### src/rtl/pbi_pkg.sv
`default_nettype none

package pbi_pkg;

  localparam int unsigned FIFO_DEPTH_DFLT = 256;
  localparam int unsigned QUEUE_DEPTH     = 2;

  // bus function codes
  localparam logic [2:0] FUNC_SLEEP = 3'd0;
  localparam logic [2:0] FUNC_LINE0 = 3'd1;
  localparam logic [2:0] FUNC_LINE1 = 3'd2;
  localparam logic [2:0] FUNC_LINE2 = 3'd3;
  localparam logic [2:0] FUNC_LINE3 = 3'd4;
  localparam logic [2:0] FUNC_READ  = 3'd5;
  localparam logic [2:0] FUNC_WRITE = 3'd6;
  localparam logic [2:0] FUNC_ACK   = 3'd7;

  // line3 command bytes
  localparam logic [7:0] L3_CMD_PRINT = 8'h00;
  localparam logic [7:0] L3_CMD_FEED  = 8'h04;
  localparam logic [7:0] L3_CMD_RECV  = 8'h05;

  localparam logic [15:0] WIN_ROM2_LO = 16'h2000;
  localparam logic [15:0] WIN_ROM2_HI = 16'h3000;
  localparam logic [15:0] WIN_BANK_LO = 16'h4000;
  localparam logic [15:0] WIN_BANK_HI = 16'h8000;
  localparam logic [17:0] ROM2_BASE   = 18'h20000;
  localparam logic [7:0]  DATA_OPEN   = 8'h7f;
  localparam logic [7:0]  STATUS_IDLE = 8'hff;
  localparam logic [8:0]  X_MAX       = 9'd320;
  localparam logic [11:0] FEED_STEP   = 12'd10;
  localparam logic [11:0] TOP_RESET   = 12'd10;

  typedef struct packed {
    logic        cmd;
    logic [2:0]  func;
    logic        is_write;
    logic [2:0]  dest;
    logic [15:0] addr;
    logic [7:0]  data;
  } in_item_t;

  typedef struct packed {
    logic        resp_valid;
    logic [2:0]  resp_func;
    logic [7:0]  resp_data;
    logic        resp_int;
    logic        rom_read;
    logic [17:0] rom_addr;
    logic        col_valid;
    logic [7:0]  col_bits;
    logic [8:0]  col_x;
    logic [11:0] line_top;
  } out_item_t;

  typedef enum logic [3:0] {
    OP_NONE,
    OP_TICK,
    OP_L0_RD,
    OP_L1_RD,
    OP_L2_RD,
    OP_L3_RD,
    OP_L0_WR,
    OP_L1_WR,
    OP_L2_WR,
    OP_L3_WR,
    OP_READ,
    OP_WRITE,
    OP_ACK
  } op_e;

  typedef enum logic [1:0] {
    RGN_OPEN,
    RGN_ROM2,
    RGN_BANK
  } rgn_e;

  typedef enum logic [1:0] {
    L3_OTHER,
    L3_PRINT,
    L3_RECV,
    L3_FEED
  } l3_e;

  // classified request handed from front to back
  typedef struct packed {
    op_e         kind;
    logic [7:0]  data;
    logic [13:0] addr_lo;
    rgn_e        rgn;
    logic        onehot;
    logic [2:0]  bank;
    l3_e         l3;
  } op_t;

endpackage

`default_nettype wire

### src/rtl/pbi_if.sv
`default_nettype none

interface pbi_in_if import pbi_pkg::*; ();
  logic     valid;
  logic     ready;
  in_item_t item;

  modport source (output valid, output item, input ready);
  modport sink   (input valid, input item, output ready);
endinterface

interface pbi_out_if import pbi_pkg::*; ();
  logic      valid;
  logic      ready;
  out_item_t item;

  modport source (output valid, output item, input ready);
  modport sink   (input valid, input item, output ready);
endinterface

`default_nettype wire

### src/rtl/printer_bus_interface_unit.sv
// Bus interface of a column printer.
// in_i: one request per accepted item, either a bus access (cmd 0) or a
//   column tick (cmd 1). Handshake valid/ready; accepted when both are high.
// out_o: exactly one result per request, in order, same handshake.
// Path: a request accepted on in_i is classified into a 2-entry queue, then
//   executed from the queue head into the output register and shown on out_o.
// Throughput: one request per cycle without a stall, set by the single
//   execute stage that updates flags, head position and column FIFO pointers.
// Columns live in a FIFO_DEPTH-byte RAM; its registered read delivers
//   col_bits together with the result that popped it.
// Reset: all flags and FIFO pointers clear, head_top is 10, head_x is 0.
//   RAM contents are undefined; only written bytes are ever popped.
// Receiver stall: the output register holds its result, execution pauses,
//   the queue fills and in_i.ready drops once two requests wait in it.
`default_nettype none

module printer_bus_interface_unit import pbi_pkg::*; #(
  parameter int unsigned FIFO_DEPTH = FIFO_DEPTH_DFLT
) (
  input  wire logic clk_i,
  input  wire logic rst_ni,
  pbi_in_if.sink    in_i,
  pbi_out_if.source out_o
);

  logic q_ready, q_valid, push, pop;
  op_t  front_op, back_op;

  pbi_front u_front (
    .in_i      (in_i),
    .q_ready_i (q_ready),
    .push_o    (push),
    .op_o      (front_op)
  );

  pbi_queue u_queue (
    .clk_i   (clk_i),
    .rst_ni  (rst_ni),
    .push_i  (push),
    .op_i    (front_op),
    .ready_o (q_ready),
    .valid_o (q_valid),
    .pop_i   (pop),
    .op_o    (back_op)
  );

  pbi_back #(
    .FIFO_DEPTH (FIFO_DEPTH)
  ) u_back (
    .clk_i     (clk_i),
    .rst_ni    (rst_ni),
    .q_valid_i (q_valid),
    .op_i      (back_op),
    .pop_o     (pop),
    .out_o     (out_o)
  );

endmodule

`default_nettype wire

### src/rtl/pbi_ram.sv
`default_nettype none

module pbi_ram #(
  parameter int unsigned Width = 8,
  parameter int unsigned Depth = 256,
  localparam int unsigned AW   = $clog2(Depth)
) (
  input  wire logic             clk_i,
  input  wire logic             we_i,
  input  wire logic [AW-1:0]    waddr_i,
  input  wire logic [Width-1:0] wdata_i,
  input  wire logic             re_i,
  input  wire logic [AW-1:0]    raddr_i,
  output logic      [Width-1:0] rdata_o
);

  logic [Width-1:0] mem [Depth];

  always_ff @(posedge clk_i) begin
    if (we_i) begin
      mem[waddr_i] <= wdata_i;
    end
    if (re_i) begin
      rdata_o <= mem[raddr_i];
    end
  end

endmodule

`default_nettype wire

### src/rtl/pbi_front.sv
`default_nettype none

module pbi_front import pbi_pkg::*; (
  pbi_in_if.sink    in_i,
  input  wire logic q_ready_i,
  output logic      push_o,
  output op_t       op_o
);

  in_item_t it;

  assign it         = in_i.item;
  assign in_i.ready = q_ready_i;
  assign push_o     = in_i.valid && q_ready_i;

  always_comb begin
    op_o         = '0;
    op_o.kind    = OP_NONE;
    op_o.data    = it.data;
    op_o.addr_lo = it.addr[13:0];
    op_o.onehot  = $onehot(it.data);
    op_o.bank    = '0;
    for (int b = 0; b < 8; b++) begin
      if (it.data == (8'd1 << b)) begin
        op_o.bank = 3'(7 - b);
      end
    end

    if (it.addr >= WIN_ROM2_LO && it.addr < WIN_ROM2_HI) begin
      op_o.rgn = RGN_ROM2;
    end else if (it.addr >= WIN_BANK_LO && it.addr < WIN_BANK_HI) begin
      op_o.rgn = RGN_BANK;
    end else begin
      op_o.rgn = RGN_OPEN;
    end

    unique case (it.data)
      L3_CMD_PRINT: op_o.l3 = L3_PRINT;
      L3_CMD_RECV:  op_o.l3 = L3_RECV;
      L3_CMD_FEED:  op_o.l3 = L3_FEED;
      default:      op_o.l3 = L3_OTHER;
    endcase

    if (it.cmd) begin
      op_o.kind = OP_TICK;
    end else if (it.func != FUNC_SLEEP && it.dest == 3'd0) begin
      unique case (it.func)
        FUNC_LINE0: op_o.kind = it.is_write ? OP_L0_WR : OP_L0_RD;
        FUNC_LINE1: op_o.kind = it.is_write ? OP_L1_WR : OP_L1_RD;
        FUNC_LINE2: op_o.kind = it.is_write ? OP_L2_WR : OP_L2_RD;
        FUNC_LINE3: op_o.kind = it.is_write ? OP_L3_WR : OP_L3_RD;
        FUNC_READ:  op_o.kind = OP_READ;
        FUNC_WRITE: op_o.kind = OP_WRITE;
        FUNC_ACK:   op_o.kind = OP_ACK;
        default:    op_o.kind = OP_NONE;
      endcase
    end
  end

endmodule

`default_nettype wire

### src/rtl/pbi_queue.sv
`default_nettype none

module pbi_queue import pbi_pkg::*; (
  input  wire logic clk_i,
  input  wire logic rst_ni,
  input  wire logic push_i,
  input  op_t       op_i,
  output logic      ready_o,
  output logic      valid_o,
  input  wire logic pop_i,
  output op_t       op_o
);

  localparam int unsigned QW = $clog2(QUEUE_DEPTH);
  localparam int unsigned CW = $clog2(QUEUE_DEPTH + 1);

  op_t           slot_q [QUEUE_DEPTH];
  logic [QW-1:0] wptr_q, rptr_q;
  logic [CW-1:0] cnt_q;
  logic          do_push, do_pop;

  assign ready_o = cnt_q != CW'(QUEUE_DEPTH);
  assign valid_o = cnt_q != '0;
  assign op_o    = slot_q[rptr_q];
  assign do_push = push_i && ready_o;
  assign do_pop  = pop_i && valid_o;

  always_ff @(posedge clk_i) begin
    if (do_push) begin
      slot_q[wptr_q] <= op_i;
    end
  end

  always_ff @(posedge clk_i or negedge rst_ni) begin
    if (!rst_ni) begin
      wptr_q <= '0;
      rptr_q <= '0;
      cnt_q  <= '0;
    end else begin
      if (do_push) begin
        wptr_q <= (wptr_q == QW'(QUEUE_DEPTH - 1)) ? '0 : wptr_q + 1'b1;
      end
      if (do_pop) begin
        rptr_q <= (rptr_q == QW'(QUEUE_DEPTH - 1)) ? '0 : rptr_q + 1'b1;
      end
      if (do_push && !do_pop) begin
        cnt_q <= cnt_q + 1'b1;
      end else if (do_pop && !do_push) begin
        cnt_q <= cnt_q - 1'b1;
      end
    end
  end

endmodule

`default_nettype wire

### src/rtl/pbi_back.sv
`default_nettype none

module pbi_back import pbi_pkg::*; #(
  parameter int unsigned FIFO_DEPTH = FIFO_DEPTH_DFLT
) (
  input  wire logic clk_i,
  input  wire logic rst_ni,
  input  wire logic q_valid_i,
  input  op_t       op_i,
  output logic      pop_o,
  pbi_out_if.source out_o
);

  localparam int unsigned AW = $clog2(FIFO_DEPTH);
  localparam int unsigned CW = $clog2(FIFO_DEPTH + 1);
  localparam int unsigned SW = AW + 1;

  logic          powered_q, powered_d;
  logic [2:0]    bank_q, bank_d;
  logic          recv_q, recv_d;
  logic          int_q, int_d;
  logic          print_q, print_d;
  logic          feed_q, feed_d;
  logic [CW-1:0] cnt_q, cnt_d;
  logic [AW-1:0] head_q, head_d;
  logic [8:0]    x_q, x_d;
  logic [11:0]   top_q, top_d;

  logic          exec;
  logic          ram_we, ram_re;
  logic [SW-1:0] wsum;
  logic [AW-1:0] waddr;
  logic [7:0]    ram_rdata;
  out_item_t     res_d, res_q;
  logic          ovalid_q;

  assign exec  = q_valid_i && (!ovalid_q || out_o.ready);
  assign pop_o = exec;

  // write slot is head + count, wrapped at the depth
  assign wsum  = SW'(head_q) + SW'(cnt_q);
  assign waddr = (wsum >= SW'(FIFO_DEPTH)) ? AW'(wsum - SW'(FIFO_DEPTH)) : AW'(wsum);

  pbi_ram #(
    .Width (8),
    .Depth (FIFO_DEPTH)
  ) u_col_ram (
    .clk_i   (clk_i),
    .we_i    (ram_we),
    .waddr_i (waddr),
    .wdata_i (op_i.data),
    .re_i    (ram_re),
    .raddr_i (head_q),
    .rdata_o (ram_rdata)
  );

  always_comb begin
    powered_d = powered_q;
    bank_d    = bank_q;
    recv_d    = recv_q;
    int_d     = int_q;
    print_d   = print_q;
    feed_d    = feed_q;
    cnt_d     = cnt_q;
    head_d    = head_q;
    x_d       = x_q;
    top_d     = top_q;
    ram_we    = 1'b0;
    ram_re    = 1'b0;
    res_d     = '0;

    if (exec) begin
      // housekeeping before the request itself
      if (print_q) begin
        if (cnt_q != '0) begin
          if (op_i.kind == OP_TICK) begin
            ram_re          = 1'b1;
            head_d          = (head_q == AW'(FIFO_DEPTH - 1)) ? '0 : head_q + 1'b1;
            cnt_d           = cnt_q - 1'b1;
            res_d.col_valid = 1'b1;
            res_d.col_x     = x_q;
            x_d             = (x_q == X_MAX) ? '0 : x_q + 1'b1;
          end
        end else begin
          print_d = 1'b0;
        end
      end else if (feed_q) begin
        feed_d = 1'b0;
        top_d  = top_q + FEED_STEP;
        x_d    = '0;
        int_d  = 1'b1;
      end

      unique case (op_i.kind) inside
        OP_L0_RD: begin
          res_d.resp_valid = 1'b1;
          res_d.resp_func  = FUNC_READ;
        end
        OP_L1_RD, OP_L0_WR, OP_ACK: begin
          res_d.resp_valid = powered_q;
          res_d.resp_func  = FUNC_ACK;
          res_d.resp_data  = op_i.data;
        end
        OP_WRITE: begin
          res_d.resp_valid = powered_q;
          res_d.resp_func  = FUNC_WRITE;
          res_d.resp_data  = op_i.data;
        end
        OP_L2_RD: begin
          res_d.resp_valid = 1'b1;
          res_d.resp_func  = FUNC_READ;
          res_d.resp_data  = {7'd0, print_d};
        end
        OP_L3_RD: begin
          res_d.resp_valid = 1'b1;
          res_d.resp_func  = FUNC_READ;
          if (int_d) begin
            res_d.resp_int = 1'b1;
            int_d          = 1'b0;
          end else begin
            res_d.resp_data = STATUS_IDLE;
          end
        end
        OP_L1_WR: begin
          if (recv_q) begin
            if (cnt_q < CW'(FIFO_DEPTH)) begin
              ram_we = 1'b1;
              cnt_d  = cnt_q + 1'b1;
            end
            int_d = 1'b1;
          end
          res_d.resp_valid = powered_q;
          res_d.resp_func  = FUNC_ACK;
          res_d.resp_data  = op_i.data;
        end
        OP_L2_WR: begin
          powered_d = op_i.onehot;
          if (op_i.onehot) begin
            bank_d = op_i.bank;
          end
          res_d.resp_valid = op_i.onehot;
          res_d.resp_func  = FUNC_READ;
          res_d.resp_data  = 8'd1;
        end
        OP_L3_WR: begin
          case (op_i.l3)
            L3_PRINT: begin
              print_d = 1'b1;
              int_d   = 1'b0;
            end
            L3_RECV: begin
              cnt_d  = '0;
              head_d = '0;
              recv_d = 1'b1;
              int_d  = 1'b1;
            end
            L3_FEED: feed_d = 1'b1;
            default: ;
          endcase
          res_d.resp_valid = powered_q;
          res_d.resp_func  = FUNC_ACK;
          res_d.resp_data  = op_i.data;
        end
        OP_READ: begin
          res_d.resp_valid = powered_q;
          res_d.resp_func  = FUNC_READ;
          case (op_i.rgn)
            RGN_ROM2: begin
              res_d.rom_read = 1'b1;
              res_d.rom_addr = ROM2_BASE + 18'(op_i.addr_lo[11:0]);
            end
            RGN_BANK: begin
              res_d.rom_read  = 1'b1;
              res_d.resp_func = FUNC_ACK;
              res_d.rom_addr  = {1'b0, bank_q, op_i.addr_lo};
            end
            default: res_d.resp_data = DATA_OPEN;
          endcase
        end
        default: ;
      endcase

      if (!res_d.resp_valid) begin
        res_d.resp_func = '0;
        res_d.resp_data = '0;
        res_d.resp_int  = 1'b0;
        res_d.rom_read  = 1'b0;
        res_d.rom_addr  = '0;
      end
      res_d.line_top = top_d;
    end
  end

  always_ff @(posedge clk_i or negedge rst_ni) begin
    if (!rst_ni) begin
      powered_q <= 1'b0;
      bank_q    <= '0;
      recv_q    <= 1'b0;
      int_q     <= 1'b0;
      print_q   <= 1'b0;
      feed_q    <= 1'b0;
      cnt_q     <= '0;
      head_q    <= '0;
      x_q       <= '0;
      top_q     <= TOP_RESET;
      ovalid_q  <= 1'b0;
    end else begin
      powered_q <= powered_d;
      bank_q    <= bank_d;
      recv_q    <= recv_d;
      int_q     <= int_d;
      print_q   <= print_d;
      feed_q    <= feed_d;
      cnt_q     <= cnt_d;
      head_q    <= head_d;
      x_q       <= x_d;
      top_q     <= top_d;
      if (exec) begin
        ovalid_q <= 1'b1;
      end else if (out_o.ready) begin
        ovalid_q <= 1'b0;
      end
    end
  end

  always_ff @(posedge clk_i) begin
    if (exec) begin
      res_q <= res_d;
    end
  end

  // column byte arrives from the RAM read register, which only moves on a pop
  always_comb begin
    out_o.item          = res_q;
    out_o.item.col_bits = res_q.col_valid ? ram_rdata : 8'd0;
  end
  assign out_o.valid = ovalid_q;

endmodule

`default_nettype wire

### src/flat_wrapper.sv
// flat-port wrapper written by rule: the top's interface ports become plain ports
module printer_bus_interface_unit_flat import pbi_pkg::*;
#(
  parameter int unsigned FIFO_DEPTH = FIFO_DEPTH_DFLT
)
  (clk_i, rst_ni, in_i_valid, in_i_item, in_i_ready, out_o_valid, out_o_item, out_o_ready);
  pbi_in_if in_i_i ();
  pbi_out_if out_o_i ();
  input  wire logic clk_i;
  input  wire logic rst_ni;
  input wire logic [$bits(in_i_i.valid)-1:0] in_i_valid;
  input wire logic [$bits(in_i_i.item)-1:0] in_i_item;
  output wire logic [$bits(in_i_i.ready)-1:0] in_i_ready;
  output wire logic [$bits(out_o_i.valid)-1:0] out_o_valid;
  output wire logic [$bits(out_o_i.item)-1:0] out_o_item;
  input wire logic [$bits(out_o_i.ready)-1:0] out_o_ready;
  assign in_i_i.valid = in_i_valid;
  assign in_i_i.item = in_i_item;
  assign in_i_ready = in_i_i.ready;
  assign out_o_valid = out_o_i.valid;
  assign out_o_item = out_o_i.item;
  assign out_o_i.ready = out_o_ready;
  printer_bus_interface_unit #(.FIFO_DEPTH(FIFO_DEPTH)) u_core (.clk_i(clk_i), .rst_ni(rst_ni), .in_i(in_i_i), .out_o(out_o_i));
endmodule
### config.mk
export PLATFORM = sky130hd
export DESIGN_NAME = printer_bus_interface_unit_flat
export DESIGN_NICKNAME = d
export VERILOG_FILES = /design/src/rtl/pbi_pkg.sv /design/src/rtl/pbi_if.sv /design/src/rtl/printer_bus_interface_unit.sv /design/src/rtl/pbi_ram.sv /design/src/rtl/pbi_front.sv /design/src/rtl/pbi_queue.sv /design/src/rtl/pbi_back.sv /design/src/flat_wrapper.sv
export SDC_FILE = /design/constraint.sdc
export NUM_CORES = 2
export LEC_CHECK = 0
export BUFFER_PORTS_ARGS = -buffer_cell sky130_fd_sc_hd__buf_4
export CAP_MARGIN = 0
export CORE_MARGIN = 8
export CORE_UTILIZATION = 63
export DETAILED_ROUTE_END_ITERATION = 7
export MAX_ROUTING_LAYER = met4
export PLACE_DENSITY = 0.8
export SYNTH_ARGS = -nofsm -noshare
export SYNTH_HDL_FRONTEND = slang
export SYNTH_SLANG_ARGS = --single-unit
### constraint.sdc
create_clock -name clk_i -period 5.2 [get_ports clk_i]
set_clock_uncertainty 0.15 [all_clocks]
set_input_delay 1.04 -clock clk_i [delete_from_list [all_inputs] [get_ports clk_i]]
set_output_delay 1.04 -clock clk_i [all_outputs]
set_load 0.1 [all_outputs]
# Word-level counts from Yosys, hierarchy flattened
# Memory sizes are Yosys's and may differ from the RTL's. A register that Yosys moved wholly into a read port is not among the register bits.
# Cells that the tools add are included.
[classes] magnitude_cmp=6 n_eq_ne=39 add_sub_neg=19 n_mux=79 n_reduce_logical=32
[ops] cell="9-bit 2-to-1 mux" n=11
[ops] cell="8-bit 2-to-1 mux" n=9
[ops] cell="8-bit case mux with 5 select lines" n=1
[ops] cell="19-bit case mux with 2 select lines" n=1
[ops] cell="3-bit 2-to-1 mux" n=10
[ops] cell="1-bit 2-to-1 mux" n=28
[ops] cell="4-bit case mux with 7 select lines" n=1
[ops] cell="12-bit 2-to-1 mux" n=2
[ops] cell="4-bit equality test, second input constant" n=5
[ops] cell="4-bit 2-to-1 mux" n=5
[ops] cell="4-bit case mux with 5 select lines" n=1
[ops] cell="18-bit by 12-bit adder with 18-bit output, first input constant" n=1
[ops] cell="9-bit by 1-bit adder with 9-bit output, second input constant" n=2
[ops] cell="9-bit case mux with 2 select lines" n=1
[ops] cell="4-bit by 3-bit equality test with 1-bit output, second input constant" n=4
[ops] cell="8-bit by 3-bit equality test with 1-bit output, second input constant" n=2
[ops] cell="8-bit equality test, second input constant" n=2
[ops] cell="16-bit by 14-bit greater-or-equal comparator with 1-bit output, second input constant" n=1
[ops] cell="16-bit by 15-bit greater-or-equal comparator with 1-bit output, second input constant" n=1
[ops] cell="16-bit by 14-bit < comparator with 1-bit output, second input constant" n=1
[ops] cell="16-bit < comparator, second input constant" n=1
[ops] cell="12-bit by 4-bit adder with 12-bit output, second input constant" n=1
[ops] cell="3-bit equality test, second input constant" n=4
[ops] cell="2-bit 2-to-1 mux" n=5
[ops] cell="46 further kinds" n=75
[totals] output_inout_bits=64 inputBits=36 reg_bits=105 ram_bits=2116 mem_count=2
[mem_list] memory="u_core.u_back.u_col_ram.mem" depth=256 width=8 read_ports=1 rd_clocked_by_memory_dff=1 wr=1 line_no="pbi_ram.sv:17" rtl="logic [Width-1:0] mem [Depth];"
[mem_list] memory="u_core.u_queue.slot_q" depth=2 width=34 read_ports=1 rd_clocked_by_memory_dff=0 wr=1 line_no="pbi_queue.sv:17" rtl="op_t slot_q [QUEUE_DEPTH];"

# Depth between registers and ports, before layout
[depth] word_depth=9 depth_mapped=14 mapped_depth_nobuf=11

# Modules after synthesis
# A second synthesis with hierarchy kept.
[unflattened] cells_unflattened=4495 hier_area_um2=88591.2
[modules_own_cells] module="pbi_ram" area_each_um2=79636.4 cells_each=3733 n_inst=1
[modules_own_cells] module="pbi_back" area_each_um2=5420.2 cells_each=537 n_inst=1
[modules_own_cells] module="pbi_queue" area_each_um2=2798.9 cells_each=124 n_inst=1
[modules_own_cells] module="pbi_front" area_each_um2=735.7 cells_each=101 n_inst=1

# Least setup slack after synthesis
# No wires, ideal clock.
[synth_timing] path_kind="register to register" start="register u_core.u_back.head_q[1]" end="memory u_core.u_back.u_col_ram.mem[197][0], enable pin" arrival_time_ps=4061 t_required_ps=4655 setup_ps=395 stages_incl_launch_ff=15 slack_ps=594 path_cell_list="dfrtp_1 > buf_4 > buf_2 > inv_1 > clkbuf_1 > buf_1 > fa_1 > nor2b_1 > o21ai_0 > a21boi_1 > o21ai_0 > a211oi_1 > nor3_2 > clkbuf_1 > nor4_1"
[synth_via] elab_chain_cells=3
[synth_lines] item="start: declaration" line_no="pbi_back.sv:25" rtl="logic [AW-1:0] head_q, head_d;"
[synth_lines] item="start signal: assignment" line_no="pbi_back.sv:203" rtl="head_q <= '0;"
[synth_lines] item="start signal: assignment" line_no="pbi_back.sv:215" rtl="head_q <= head_d;"
[synth_lines] item="8-bit by 9-bit adder with 9-bit output *" line_no="pbi_back.sv:41" rtl="assign wsum = SW'(head_q) + SW'(cnt_q);"
[synth_lines] item="8-bit by 1-bit subtractor with 8-bit output / 9-bit greater-or-equal comparator (equally long branches)" line_no="pbi_back.sv:42" rtl="assign waddr = (wsum >= SW'(FIFO_DEPTH)) ? AW'(wsum - SW'(FIFO_DEPTH)) : AW'(wsum);"
[synth_lines] item="8-bit 2-to-1 mux *" line_no="pbi_back.sv:42"
[synth_lines] item="end: declaration" line_no="pbi_ram.sv:17"
# Mark *: on every way between the ends. The rest lies on a longest branch, timed or not.

==> reports/qor.yml <==
final_nets: 5022
wl_mm: 247
setup_viol: 0
postSynthAreaPerCell_sq_um: 19.5
status: "finished, violations left"
fp.dieW_um: 392
slowest_stage: "a2111oi_0"
fmax_ghz: 0.207
antenna_found_initial: 11
die-area_sq_um: 153000
cts_max_path_buffers: 3
yosysMostFrequentCell: "edfxtp_1"
h-tree-depth: 4
synthFlopType: "edfxtp_1"
yosys.area_share.simple: 0.0431
hold_class: "input port to async pin"
synthXorXnorAreaFrac: 0.00404
gr-total-overflow: 0
io_buffers: 98
routed_via_density: 7.26
crit_arrival_ns: 5.22
ys_types: 87
postCtsHoldBufs: 0
whs_ns: 0.0948
cts_setup_buffers: 0
report.final.slew_viol_count: 0
fin_crit_sh: 0.930
async_reset_ff_frac: 0.0225
setup_ws_ns: 0.365
yosysWarnings: 0
ant_nets: 0
dp_slack_ns: 0.769
worst_ep_required_time_ns: 5.58
die_h_um: 392
synth_common_cells: "edfxtp_1, mux4_2, nor4_1"
powerDensity_nw_per_um2: 530
syn_to_final_growth_pct: 14.0
ys_top_cells_by_area: "edfxtp_1, mux4_2, mux2i_1, nor4_1, dfrtp_1"
grt_max_degree: 158
clock_latency_ns: 0.87
via_count: 51000
worst_pin_slew_ns: 1.32
clock-sinks: 2227
netlist_instances: 4553
synth_top_area_cell: "edfxtp_1"
synthMuxAreaShare: 0.139
wl_per_cell_um: 35.2
path_max_fanout: 62
hold_viol_final: 0
syn_area_sq_um: 88900
dpl_cell_area_sq_um: 94800
rr_worst_depth: 8
finalCoreUtilization: 0.720
maxSlewHeadroom: 0.121
peakVddDrop_mv: 0.640
synth_top_family_by_area: "multiplexers"
root_buffer: "clkbuf_16"
start_util: 0.632
fin_cells: 7028
crit_path_max_incr_delay_ns: 1.05
drc: 2
rsz0062_at_grt: "no"
cts_tree: "yes"
cts_buffers: 205
synth_compound_area_frac: 0.0392
grt_util_all_layers: 0.330
final_cell_area_sq_um: 101000
place_congestion: 0.940
p_leak_nw: 32.3
clk_pin_slew_ns: 0.07
drive_above_1_share: 0.279
ioPinCount: 100
multiInputGateArea_sq_um: 21500
first_pass_iters: 8
drtIter0Drc: 8735
netlist.area_leader.share: 0.736
r2r_start: "u_core.u_back.head_q[0]$_DFFE_PN0P_"
startpoint_type: "flip-flop"
synth_fp_nets: 4620
finalCriticalPeriod_ns: 4.83
ff2ff_setup_slack_ns: 0.37
grt_pass1_vias: 49900
rr_endpoint: "u_core.u_back.u_col_ram.rdata_o[0]$_DFFE_PP_"
register_area_sq_um: 66600
nFillCells: 7723
yosysSeqAreaShare: 0.750
path_cells: "buf_12 > mux4_2 > mux2i_1 > o22ai_1 > a2111oi_0 > nor2_1 > o32ai_1 > o221ai_1"
synth_enable_flop_cells: 2177
cp-end-kind: "flip-flop"
synth_fa_ha_area_frac: 0.00490
p_total_mw: 53.7
tns_ns: 0
cts_resized: 0
coreArea_sq_um: 141000
critPathKind: "flip-flop to flip-flop"
drv_cap: 0
std_cell_rows: 138
failed_checks: "DRC"
ys_seq_elements: 2227
hpwl_mm: 146
place_inst: 6638
grt_pass1_wl_mm: 354
per-layer routing:
| layer | vias to the layer above | wire length, um | track usage |
|---|---|---|---|
| met4 | 0 | 16100 | 0.174 |
| met5 | - | 0 | - |
| li1 | 19800 | - | - |
| met3 | 943 | 35200 | 0.0992 |
| met2 | 4560 | 113000 | 0.482 |
| met1 | 25700 | 83000 | 0.423 |
registers in the layout, indices dropped and copies added (netlist names):
| signal | cells |
|---|---|
| u_core.u_back.u_col_ram.mem | 2048 |
| u_core.u_back.powered_q | 1 |
| u_core.u_back.print_q | 1 |
| u_core.u_back.top_q | 11 |
| u_core.u_back.feed_q | 1 |
| u_core.u_back.x_q | 9 |
| u_core.u_queue.slot_q | 68 |
| u_core.u_queue.rptr_q | 1 |
| u_core.u_back.head_q | 8 |
| u_core.u_queue.wptr_q | 1 |
| u_core.u_back.recv_q | 1 |
| u_core.u_back.out_o.valid | 1 |
| u_core.u_queue.cnt_q | 2 |
| u_core.u_back.cnt_q | 9 |
| u_core.u_back.int_q | 1 |
| u_core.u_back.bank_q | 3 |
| u_core.u_back.u_col_ram.rdata_o | 8 |
| u_core.u_back.out_o.item | 53 |
layout make-up:
cell class,instances,area share
Clock buffer,247,0.0531
Antenna cell,13,0.000321
Clock inverter,130,0.0110
Multi-Input combinational cell,1981,0.212
Inverter,41,0.00154
Tap cell,1890,0.0233
Sequential cell,2227,0.658
Timing Repair Buffer,499,0.0404
worst max-delay path, delay by kind of cell, from the launching register on:
family	cells	cell delay, ns
compound gates	4	2.22
buf+inv	1	0.46
flops	1	0.52
mux	2	1.07
simple gates	1	0.09
layout by cell type (no fill, tap or decap), types with 11 or more instances in the layout:
cell and instances:
nand2b_1 25, nor4_1 139, ha_1 26, clkinv_2 38, a2111oi_0 11, a221oi_1 41
o22ai_1 47, o221ai_1 28, mux2i_1 237, buf_12 28, diode_2 13, and2_1 22
o21ai_0 84, nor2_1 114, nor3_1 19, nor4_2 127, and3_1 16, clkbuf_1 37
mux2_2 15, a21oi_1 112, a22oi_1 63, buf_4 471, edfxtp_1 2177, xor2_1 21
nand3_1 30, a22o_1 12, dfrtp_1 41, mux4_2 432, o31ai_1 14, clkbuf_16 209
nor2b_1 15, inv_1 38, a211oi_1 23, xnor2_1 20, bufinv_16 18, clkinv_1 56
a31oi_1 13, nand2_1 121
how the worst max path moves through the flow:
stage	start	endpoint
5_1_grt	u_core.u_back.head_q[1]$_DFFE_PN0P_	u_core.u_back.u_col_ram.mem[0][4]$_DFFE_PP_
3_5_place_dp	u_core.u_back.head_q[1]$_DFFE_PN0P_	u_core.u_back.u_col_ram.mem[0][0]$_DFFE_PP_
6_report	u_core.u_back.head_q[0]$_DFFE_PN0P_	u_core.u_back.u_col_ram.rdata_o[0]$_DFFE_PP_
3_3_place_gp	u_core.u_back.head_q[1]$_DFFE_PN0P_	u_core.u_back.u_col_ram.mem[251][6]$_DFFE_PP_
2_1_floorplan	u_core.u_back.head_q[1]$_DFFE_PN0P_	u_core.u_back.u_col_ram.mem[197][0]$_DFFE_PP_
4_1_cts	u_core.u_back.head_q[1]$_DFFE_PN0P_	u_core.u_back.u_col_ram.mem[242][0]$_DFFE_PP_
cell families (layout without fill, tap and decap cells):
kind of cell | after synthesis | count (layout)
AOI/OAI and AO/OA | 514 | 514
muxes | 693 | 693
other | 1 | 14
DFF | 2227 | 2227
and+or+nand+nor | 700 | 700
xor gates and xnor gates | 41 | 41
adders and majority gates | 32 | 32
buffers and inverters | 345 | 917
where the power goes:
group	internal, mW	switching [mW]
Sequential	22.3	0.315
Clock	8.24	6.49
Combinational	5.06	11.3
Total	35.6	18.1
Note: power is estimated with default switching activity, not from simulation.
